### src/insertion_sorter_macros.svh
// Assertion macros for the insertion sorter.
`ifndef INSERTION_SORTER_MACROS_SVH
`define INSERTION_SORTER_MACROS_SVH
`ifndef NO_ASSERTIONS
`define ISR_ASSERT_SAME(lbl, ante, cons) \
    lbl: assert property (@(posedge clk) disable iff (!rst_n) (ante) |-> (cons)) \
        else $error("insertion_sorter: same-cycle check failed");
`define ISR_ASSERT_NEXT(lbl, ante, cons) \
    lbl: assert property (@(posedge clk) disable iff (!rst_n) (ante) |=> (cons)) \
        else $error("insertion_sorter: next-cycle check failed");
`else
`define ISR_ASSERT_SAME(lbl, ante, cons)
`define ISR_ASSERT_NEXT(lbl, ante, cons)
`endif
`endif

### src/isr_pkg.sv
// Shared types and the value width constant of the insertion sorter.
package isr_pkg;

    localparam int VALUE_W = 32;

    typedef logic signed [VALUE_W-1:0] value_t;

    typedef struct packed {
        logic insert;
        logic shift_out;
    } cell_ctrl_t;

endpackage

### src/isr_cell.sv
// One compare-and-shift cell of the sorting chain.
module isr_cell (
    input  logic               clk,
    input  logic               rst_n,
    input  isr_pkg::cell_ctrl_t ctrl,
    input  isr_pkg::value_t    item,
    input  isr_pkg::value_t    left_value,
    input  logic               left_occ,
    input  logic               left_greater,
    input  isr_pkg::value_t    right_value,
    input  logic               right_occ,
    output isr_pkg::value_t    value_q,
    output logic               occ_q,
    output logic               greater
);

    isr_pkg::value_t value_reg;
    isr_pkg::value_t value_next;
    logic            occ_reg;
    logic            occ_next;

    // empty cells count as greater than any item
    assign greater = !occ_reg || (value_reg > item);

    always_comb
    begin
        value_next = value_reg;
        occ_next   = occ_reg;
        if (ctrl.insert)
        begin
            occ_next = left_occ;
            if (greater)
            begin
                value_next = left_greater ? left_value : item;
            end
        end
        else if (ctrl.shift_out)
        begin
            occ_next   = right_occ;
            value_next = right_value;
        end
    end

    always_ff @(posedge clk or negedge rst_n)
    begin
        if (!rst_n)
        begin
            occ_reg <= 1'b0;
        end
        else
        begin
            occ_reg <= occ_next;
        end
    end

    always_ff @(posedge clk)
    begin
        value_reg <= value_next;
    end

    assign value_q = value_reg;
    assign occ_q   = occ_reg;

endmodule

### config.mk
export PLATFORM = sky130hd
export DESIGN_NAME = isr_cell
export DESIGN_NICKNAME = d
export VERILOG_FILES = /design/src/insertion_sorter_macros.svh /design/src/isr_pkg.sv /design/src/isr_cell.sv
export SDC_FILE = /design/constraint.sdc
export NUM_CORES = 1
export LEC_CHECK = 0
export BUFFER_PORTS_ARGS = -buffer_cell sky130_fd_sc_hd__buf_2
export CORE_MARGIN = 4
export CORE_UTILIZATION = 50
export CTS_BUF_LIST = sky130_fd_sc_hd__clkbuf_2 sky130_fd_sc_hd__clkbuf_4 sky130_fd_sc_hd__clkbuf_8
export DETAILED_ROUTE_END_ITERATION = 8
export MAX_ROUTING_LAYER = met4
export PLACE_DENSITY = 0.93
export SLEW_MARGIN = 10
export SYNTH_ARGS = -nofsm -noshare
export SYNTH_HDL_FRONTEND = slang
export SYNTH_SLANG_ARGS = --single-unit
### constraint.sdc
create_clock -name clk -period 5.5 [get_ports clk]
set_clock_uncertainty 0.05 [all_clocks]
set_input_delay 1.375 -clock clk [delete_from_list [all_inputs] [get_ports clk]]
set_output_delay 1.375 -clock clk [all_outputs]
set_load 0.05 [all_outputs]
==> summary.txt, run 1 <==
Timing
  – F_max: 208.8 MHz
  – Max Slew Vio Count: 0
  – Final period util: 87.07%
  – Final setup viols: 0
  – RSZ-0062 raised after global routing: false
  – Hold Vio Cnt, Final: 0
  – Slew HR: 34.51%
  – Hold_ws: 0.6111 ns
  – PnR worst setup slack: 0.7114 ns
  – Slew @ Worst Pin: slightly below 1 ns
  – Setup TNS Final: 0 ns
  – Min Clock Period, post-route: 4.789 ns

Worst setup path
  – CP Cell Sequence: buf_2, inv_1, ha_1, a21o_1, a221o_1, a21oi_1, o211ai_1, o221ai_1, nand2_1, buf_2
  – Crit path DAT: 3.36 ns
  – CP Launch Type: input port
  – RR Endpoint: value_q[2]
  – Worst reg-to-reg path cell count: 8
  – Reg2Reg Setup Slack: 2.43 ns
  – Critical Path RT: around 4.1 ns
  – Critical R2R Launch: value_q[31]
  – CP dominant cell by count: buf_2
  – Critical Path Fanout Max: 2
  – Crit path kind: in -> out
  – Slowest stage cell, crit path: o221ai_1
  – CP endpoint kind: output pin
  – Critical Path Max Stage Delay: approximately 0.35 ns

Routing
  – Max layer used: met4
  – WL met3: 424 µm
  – Via Count: 2395
  – Drt initial violations: between 70 and 80
  – DR WL/cell: 14.86 µm
  – Drt first pass iters: 4
  – M1 WL: 2.642 mm
  – DRT antenna net count: 0
  – Vias per cell: 5.195
  – WL final: 6.849 mm
  – Drc violations: 0
  – Met2 wire len: 3.576 mm

Status
  – Run status: complete, no violations

Place
  – Post-Place Worst Slack: 0.7308 ns
  – Dpl cell area: 0.003253 mm²
  – Routability cong.: roughly 0.80
  – DP HPWL: 5.594 mm
  – Port Buf Inserts: 136

Clock network
  – CTS root buffer: clkbuf_8
  – Worst-skew pair later-pin latency: 0.28 ns
  – CTS H-Tree Depth: 2
  – Clock Tree Buf Depth: 2
  – Quantity of hold-fixing buffers added after cts: 0
  – Post_cts resized: 0
  – CTS Buf Count: 5
  – Postcts setup bufs: 0
  – CTS clock-pin slew for the worst setup and hold paths: 0.07 ns
  – Clock Sinks: 33
  – CTS tree: built

Cells and area
  – Final Instance Area: 0.003333 mm²
  – Most common cell after layout, fill and taps aside: buf_2
  – Storage cell area: 985.9 µm²
  – Fillers: 392
  – ANT cells: 0
  – Footprint of the multi-input gates: 0.001364 mm²
  – Nets: 529
  – Most frequent cells in the layout: buf_2, a21oi_1, nor2_1
  – Share of layout cells above drive strength 1: between 30 and 40%
  – Layout area overhead: 32.93%

Worst hold path
  – Hold Crit Class: reg -> reg
  – Hold path start: occ_q
  – Hold depth: 2
  – Min-Delay Endpoint: occ_q

Synth
  – Simple-gate share of the synthesized area: 11.53%
  – Largest family of logic cells by synthesized area: adder cells
  – Syn_nets: 396
  – Synth Area in Adders: 15.97%
  – #FFs+latches synth: 33
  – Synth Area in Compound Gates: 13.12%
  – Multiplexer share of the synthesized area: 13.17%
  – Cell area after synthesis: about 0.0025 mm²
  – Synth cell types: 28
  – Post-Syn Area per Cell: 9.607 µm²
  – Yosys warns: 0
  – Cells after synthesis: between 200 and 300
  – Sequential area share after synthesis: roughly two fifths
  – XOR/XNOR share of the synthesized area: 0%

Pwr
  – Switch Pwr: 0.3003 mW
  – Seq pwr share: about 41%
  – Leak pwr: 1.752 nW
  – Internal Dissipation: between 0.5 and 0.6 mW
  – Peak VDD IR: 133.0 µV
  – Comb pwr share: 37.9%
  – Sw Share: between 30% and 40%
  – Clock Power Share: roughly 22%
  – PwrDens: 241.4 mW/mm²

Global route
  – Tot GR Track Use: 22.43%
  – Vias in the first global route: roughly 2400
  – Largest net degree at the start of global routing: 47
  – Grt ovf: 0
  – Antenna violations before repair: 0
  – Global-route wire length before repair: 10.81 mm

Die
  – Die area: 0.006212 mm²
  – Io pins: 137
  – Placement Rows: 25
  – Initial Util: 52.39%
  – Die Y: a little under 80 µm
  – Core box area: 0.004786 mm²
  – Width of the die: 78.82 µm

Flow run
  – Max Cap Violations: 0
==> critical path, delay by kind of cell <==
family	cells	cell delay (ns)
AO/OA/AOI/OAI	5	1.21
buffers and inverters	3	0.36
adder cells (fa/ha/maj)	1	0.30
AND/OR/NAND/NOR	1	0.12
==> per-layer routing <==
metal  global-route usage, %  up-vias
met5                       -        -
met4                   9.278        0
met3                   3.061       22
met2                   40.15       92
met1                   25.22     1084
li1                        -     1197
==> worst max path at each step <==
stage          depth (start not counted)      from          to  slack [ns]
6_report                              10  item[17]     greater        0.71
5_1_grt                               10  item[17]     greater        0.58
4_1_cts                               10  item[31]     greater        0.72
3_5_place_dp                          10  item[31]     greater        0.73
3_3_place_gp                          10  item[31]     greater        0.71
2_1_floorplan                          8  item[31]  value_q[0]        0.77
==> layout make-up <==
cell class,instances,share of cell area (%)
well taps,67,2.515
inverters,33,3.716
repair buffers,138,20.87
clock inverters,1,0.1126
multi-input cells,183,40.92
flip-flops and latches,33,29.58
clock buffers,6,2.290
==> synth_stat cells <==
cell type  count  area (µm²)
and2_0         1       6.260
nand3_1        1       5.000
inv_1         32       120.1
nand4_2        1       12.51
clkbuf_1       9       33.78
o21ai_0        3       15.01
mux2i_1       33       330.3
nor4_2         2       25.02
ha_1          32       400.4
buf_2          3       15.01
clkinv_1       1       3.750
nand3b_1       1       7.510
a31oi_1        2       12.51
nand2b_1       2       12.51
edfxtp_1      32       960.9
a221oi_1       2       17.52
o211ai_1       1       7.510
o21ai_1        2       10.01
nand2_1       10       37.54
nand4_4        1       21.27
nand4_1        3       18.77
a21oi_1       42       210.2
a221o_1        1       10.01
o221ai_1       1       8.760
or2b_1         1       7.510
nor2_1        36       135.1
a21o_1         5       37.54
dfrtp_1        1       25.02
==> flip-flops by register name, indices dropped and copies added (netlist names) <==
| name | cells |
|---|---|
| value_q | 32 |
| occ_q | 1 |
==> cells by family after synthesis <==
| logic type | count (synthesis) |
|---|---|
| mux | 33 |
| buf+inv | 45 |
| simple gates | 59 |
| flops | 33 |
| compound gates | 59 |
| fa+ha+maj | 32 |
==> metrics by stage <==
step / utilization [%] / cells / total power, mW
6_report: 69.65 / 461 / 0.8045
5_1_grt: 69.65 / 461 / 0.8517
4_1_cts: 69.65 / 461 / 0.8101
3_5_place_dp: 67.97 / 454 / 0.6370
3_3_place_gp: 67.97 / 454 / 0.6260
2_1_floorplan: - / 261 / 0.5392
==> power by group through the flow <==
stage	Sequential, mW	Clock (mW)	Combinational [mW]
6_report	0.326	0.173	0.305
2_1_floorplan	0.423	0	0.116
5_1_grt	0.329	0.190	0.333
4_1_cts	0.326	0.177	0.307
3_3_place_gp	0.329	0	0.297
3_5_place_dp	0.331	0	0.306
(Power assumes the default switching activity.)
==> inputs of run 2 (changes only) <==
--- a/config.mk
+++ b/config.mk
@@ -7,11 +7,11 @@
 export LEC_CHECK = 0
 export BUFFER_PORTS_ARGS = -buffer_cell sky130_fd_sc_hd__buf_2
 export CORE_MARGIN = 4
-export CORE_UTILIZATION = 50
+export CORE_UTILIZATION = 35
 export CTS_BUF_LIST = sky130_fd_sc_hd__clkbuf_2 sky130_fd_sc_hd__clkbuf_4 sky130_fd_sc_hd__clkbuf_8
 export DETAILED_ROUTE_END_ITERATION = 8
 export MAX_ROUTING_LAYER = met4
-export PLACE_DENSITY = 0.93
+export PLACE_DENSITY = 0.7
 export SLEW_MARGIN = 10
 export SYNTH_ARGS = -nofsm -noshare
 export SYNTH_HDL_FRONTEND = slang
==> run 2 against run 1 <==
  * Register-to-register slack got worse by 0.19 ns
  * Design area rose by 1.1%
  * Power barely moved
  * First-iteration DRC count fell by 39%
==> summary.txt, run 2 (synthesized netlist as in run 1, its figures left out) <==
Routing
  – Met2 wire len: 3.107 mm (was 3.576 mm)
  – WL met3: 585 µm (was 424 µm)
  – Vias per cell: 4.676 (was 5.195)
  – Drt initial violations: 47 (was 77)
  – Drc violations: 0 (unchanged)
  – Drt first pass iters: 4 (unchanged)
  – M1 WL: 2.869 mm (was 2.642 mm)
  – DR WL/cell: 13.49 µm (was 14.86 µm)
  – Via Count: 2291 (was 2395)
  – DRT antenna net count: 0 (unchanged)
  – WL final: 6.608 mm (was 6.849 mm)
  – Max layer used: met4 (unchanged)

Die
  – Die Y: 92.64 µm (was 78.82 µm)
  – Io pins: 137 (unchanged)
  – Initial Util: 36.50% (was 52.39%)
  – Width of the die: 92.64 µm (was 78.82 µm)
  – Placement Rows: 30 (was 25)
  – Die area: 0.008582 mm² (was 0.006212 mm²)
  – Core box area: 0.006869 mm² (was 0.004786 mm²)

Clock network
  – Postcts setup bufs: 0 (unchanged)
  – Clock Sinks: 33 (unchanged)
  – CTS H-Tree Depth: 2 (unchanged)
  – CTS Buf Count: 5 (unchanged)
  – Clock Tree Buf Depth: 2 (unchanged)
  – CTS root buffer: clkbuf_8 (unchanged)
  – CTS clock-pin slew for the worst setup and hold paths: 0.06 ns (was 0.07 ns)
  – CTS tree: built (unchanged)
  – Post_cts resized: 0 (unchanged)
  – Quantity of hold-fixing buffers added after cts: 0 (unchanged)
  – Worst-skew pair later-pin latency: 0.28 ns (about the same)

Worst setup path
  – Crit path kind: in -> out (unchanged)
  – CP endpoint kind: output pin (unchanged)
  – CP startpoint: item[17] (unchanged)
  – Critical Path RT: 4.07 ns (about the same)
  – RR Endpoint: value_q[30] (was value_q[2])
  – Critical R2R Launch: value_q[31] (unchanged)
  – Worst reg-to-reg path cell count: 8 (unchanged)
  – CP Launch Type: input port (unchanged)
  – Reg2Reg Setup Slack: 2.24 ns (was 2.43 ns)
  – Critical Path Fanout Max: 2 (unchanged)
  – Crit path DAT: 3.36 ns (about the same)
  – Worst Setup EP: greater (unchanged)

Pwr
  – Clock Power Share: 21.8% (was 21.5%)
  – Seq pwr share: 40.5% (about the same)
  – Sw Share: 37.31% (was 37.33%)
  – Leak pwr: 1.752 nW (unchanged)
  – PwrDens: 238.6 mW/mm² (was 241.4 mW/mm²)
  – Switch Pwr: 0.2999 mW (was 0.3003 mW)
  – Comb pwr share: 37.7% (was 37.9%)
  – Internal Dissipation: 0.5040 mW (was 0.5042 mW)
  – Peak VDD IR: 165.2 µV (was 133.0 µV)

Global route
  – Largest net degree at the start of global routing: 69 (was 47)
  – Grt ovf: 0 (unchanged)
  – Global-route wire length before repair: 10.12 mm (was 10.81 mm)
  – Antenna violations before repair: 0 (unchanged)
  – Vias in the first global route: 2276 (was 2440)
  – Tot GR Track Use: 15.19% (was 22.43%)

Timing
  – Slew HR: 36.24% (was 34.51%)
  – Final period util: 87.05% (was 87.07%)
  – Final setup viols: 0 (unchanged)
  – Setup TNS Final: 0 ns (unchanged)
  – Min Clock Period, post-route: 4.788 ns (was 4.789 ns)
  – Slew @ Worst Pin: 0.9563 ns (was 0.9824 ns)
  – Max Slew Vio Count: 0 (unchanged)
  – F_max: 208.9 MHz (was 208.8 MHz)
  – Hold Vio Cnt, Final: 0 (unchanged)
  – RSZ-0062 raised after global routing: false (unchanged)

Cells and area
  – Largest register FFs: 32 (unchanged)
  – Nets: 529 (unchanged)
  – Layout area overhead: 34.38% (was 32.93%)
  – Fillers: 679 (was 392)
  – Final Core Density: 49.05% (was 69.65%)
  – ANT cells: 0 (unchanged)
  – Most common cell after layout, fill and taps aside: buf_2 (unchanged)
  – Share of layout cells above drive strength 1: 37.82% (unchanged)
  – Most frequent cells in the layout: buf_2, a21oi_1, nor2_1 (unchanged)

Flow run
  – Max Cap Violations: 0 (unchanged)

Worst hold path
  – Hold depth: 2 (unchanged)
  – Hold Crit Class: reg -> reg (unchanged)

Place
  – Routability cong.: 0.7567 (was 0.7953)
  – DP HPWL: 5.360 mm (was 5.594 mm)
  – Port Buf Inserts: 136 (unchanged)

Status
  – Run status: complete, no violations (unchanged)
run 2: area by class of cell:
cell class	count	area [µm²]	area share [%]
clock buffers	6	76.32	2.265
clock inverters	1	3.754	0.1114
inverters	33	123.9	3.676
multi-input cells	183	1364	40.48
flip-flops and latches	33	985.9	29.26
well taps	96	120.1	3.565
repair buffers	138	695.7	20.65
run 2: per-stage QoR:
stage / worst slack (ns) / hold slack (ns) / total power [mW] / instances / instance area [µm²]
finish: 0.7122 / 0.6343 / 0.8040 / 490 / 3369
CTS: 0.6652 / 0.6406 / 0.8141 / 490 / 3369
global placement: 0.6451 / 0.6251 / 0.6307 / 483 / 3289
global route: 0.5124 / 0.6790 / 0.8515 / 490 / 3369
floorplan: 0.7689 / 0.8166 / 0.5392 / 261 / 2507
detailed placement: 0.6665 / 0.6244 / 0.6362 / 483 / 3289
run 2: how the worst min path moves through the flow:
| stage | slack, ns | end | start |
|---|---|---|---|
| 6_report | 0.63 | occ_q | occ_q |
| 5_1_grt | 0.68 | occ_q | occ_q |
| 4_1_cts | 0.64 | occ_q | occ_q |
| 3_5_place_dp | 0.62 | occ_q | occ_q |
| 3_3_place_gp | 0.63 | occ_q | occ_q |
| 2_1_floorplan | 0.82 | occ_q | occ_q |
run 2: power by group through the flow:
stage	sequential, mW	clock [mW]	combinational, mW
finish	0.326	0.175	0.303
global route	0.329	0.190	0.332
CTS	0.326	0.181	0.306
detailed placement	0.331	0	0.305
global placement	0.329	0	0.301
floorplan	0.423	0	0.116
run 2: worst max-delay path: stages:
cell and delay [ns]:
buf_2 0.09, inv_1 0.04, ha_1 0.30, a21o_1 0.18, a221o_1 0.31, a21oi_1 0.23, o211ai_1 0.13, o221ai_1 0.39
nand2_1 0.09, buf_2 0.22
run 2: routing by layer:
layer	track usage, %	up-vias
li1	-	1200
met1	17.86	990
met2	26.10	97
met3	4.143	4
met4	3.297	0
met5	-	-
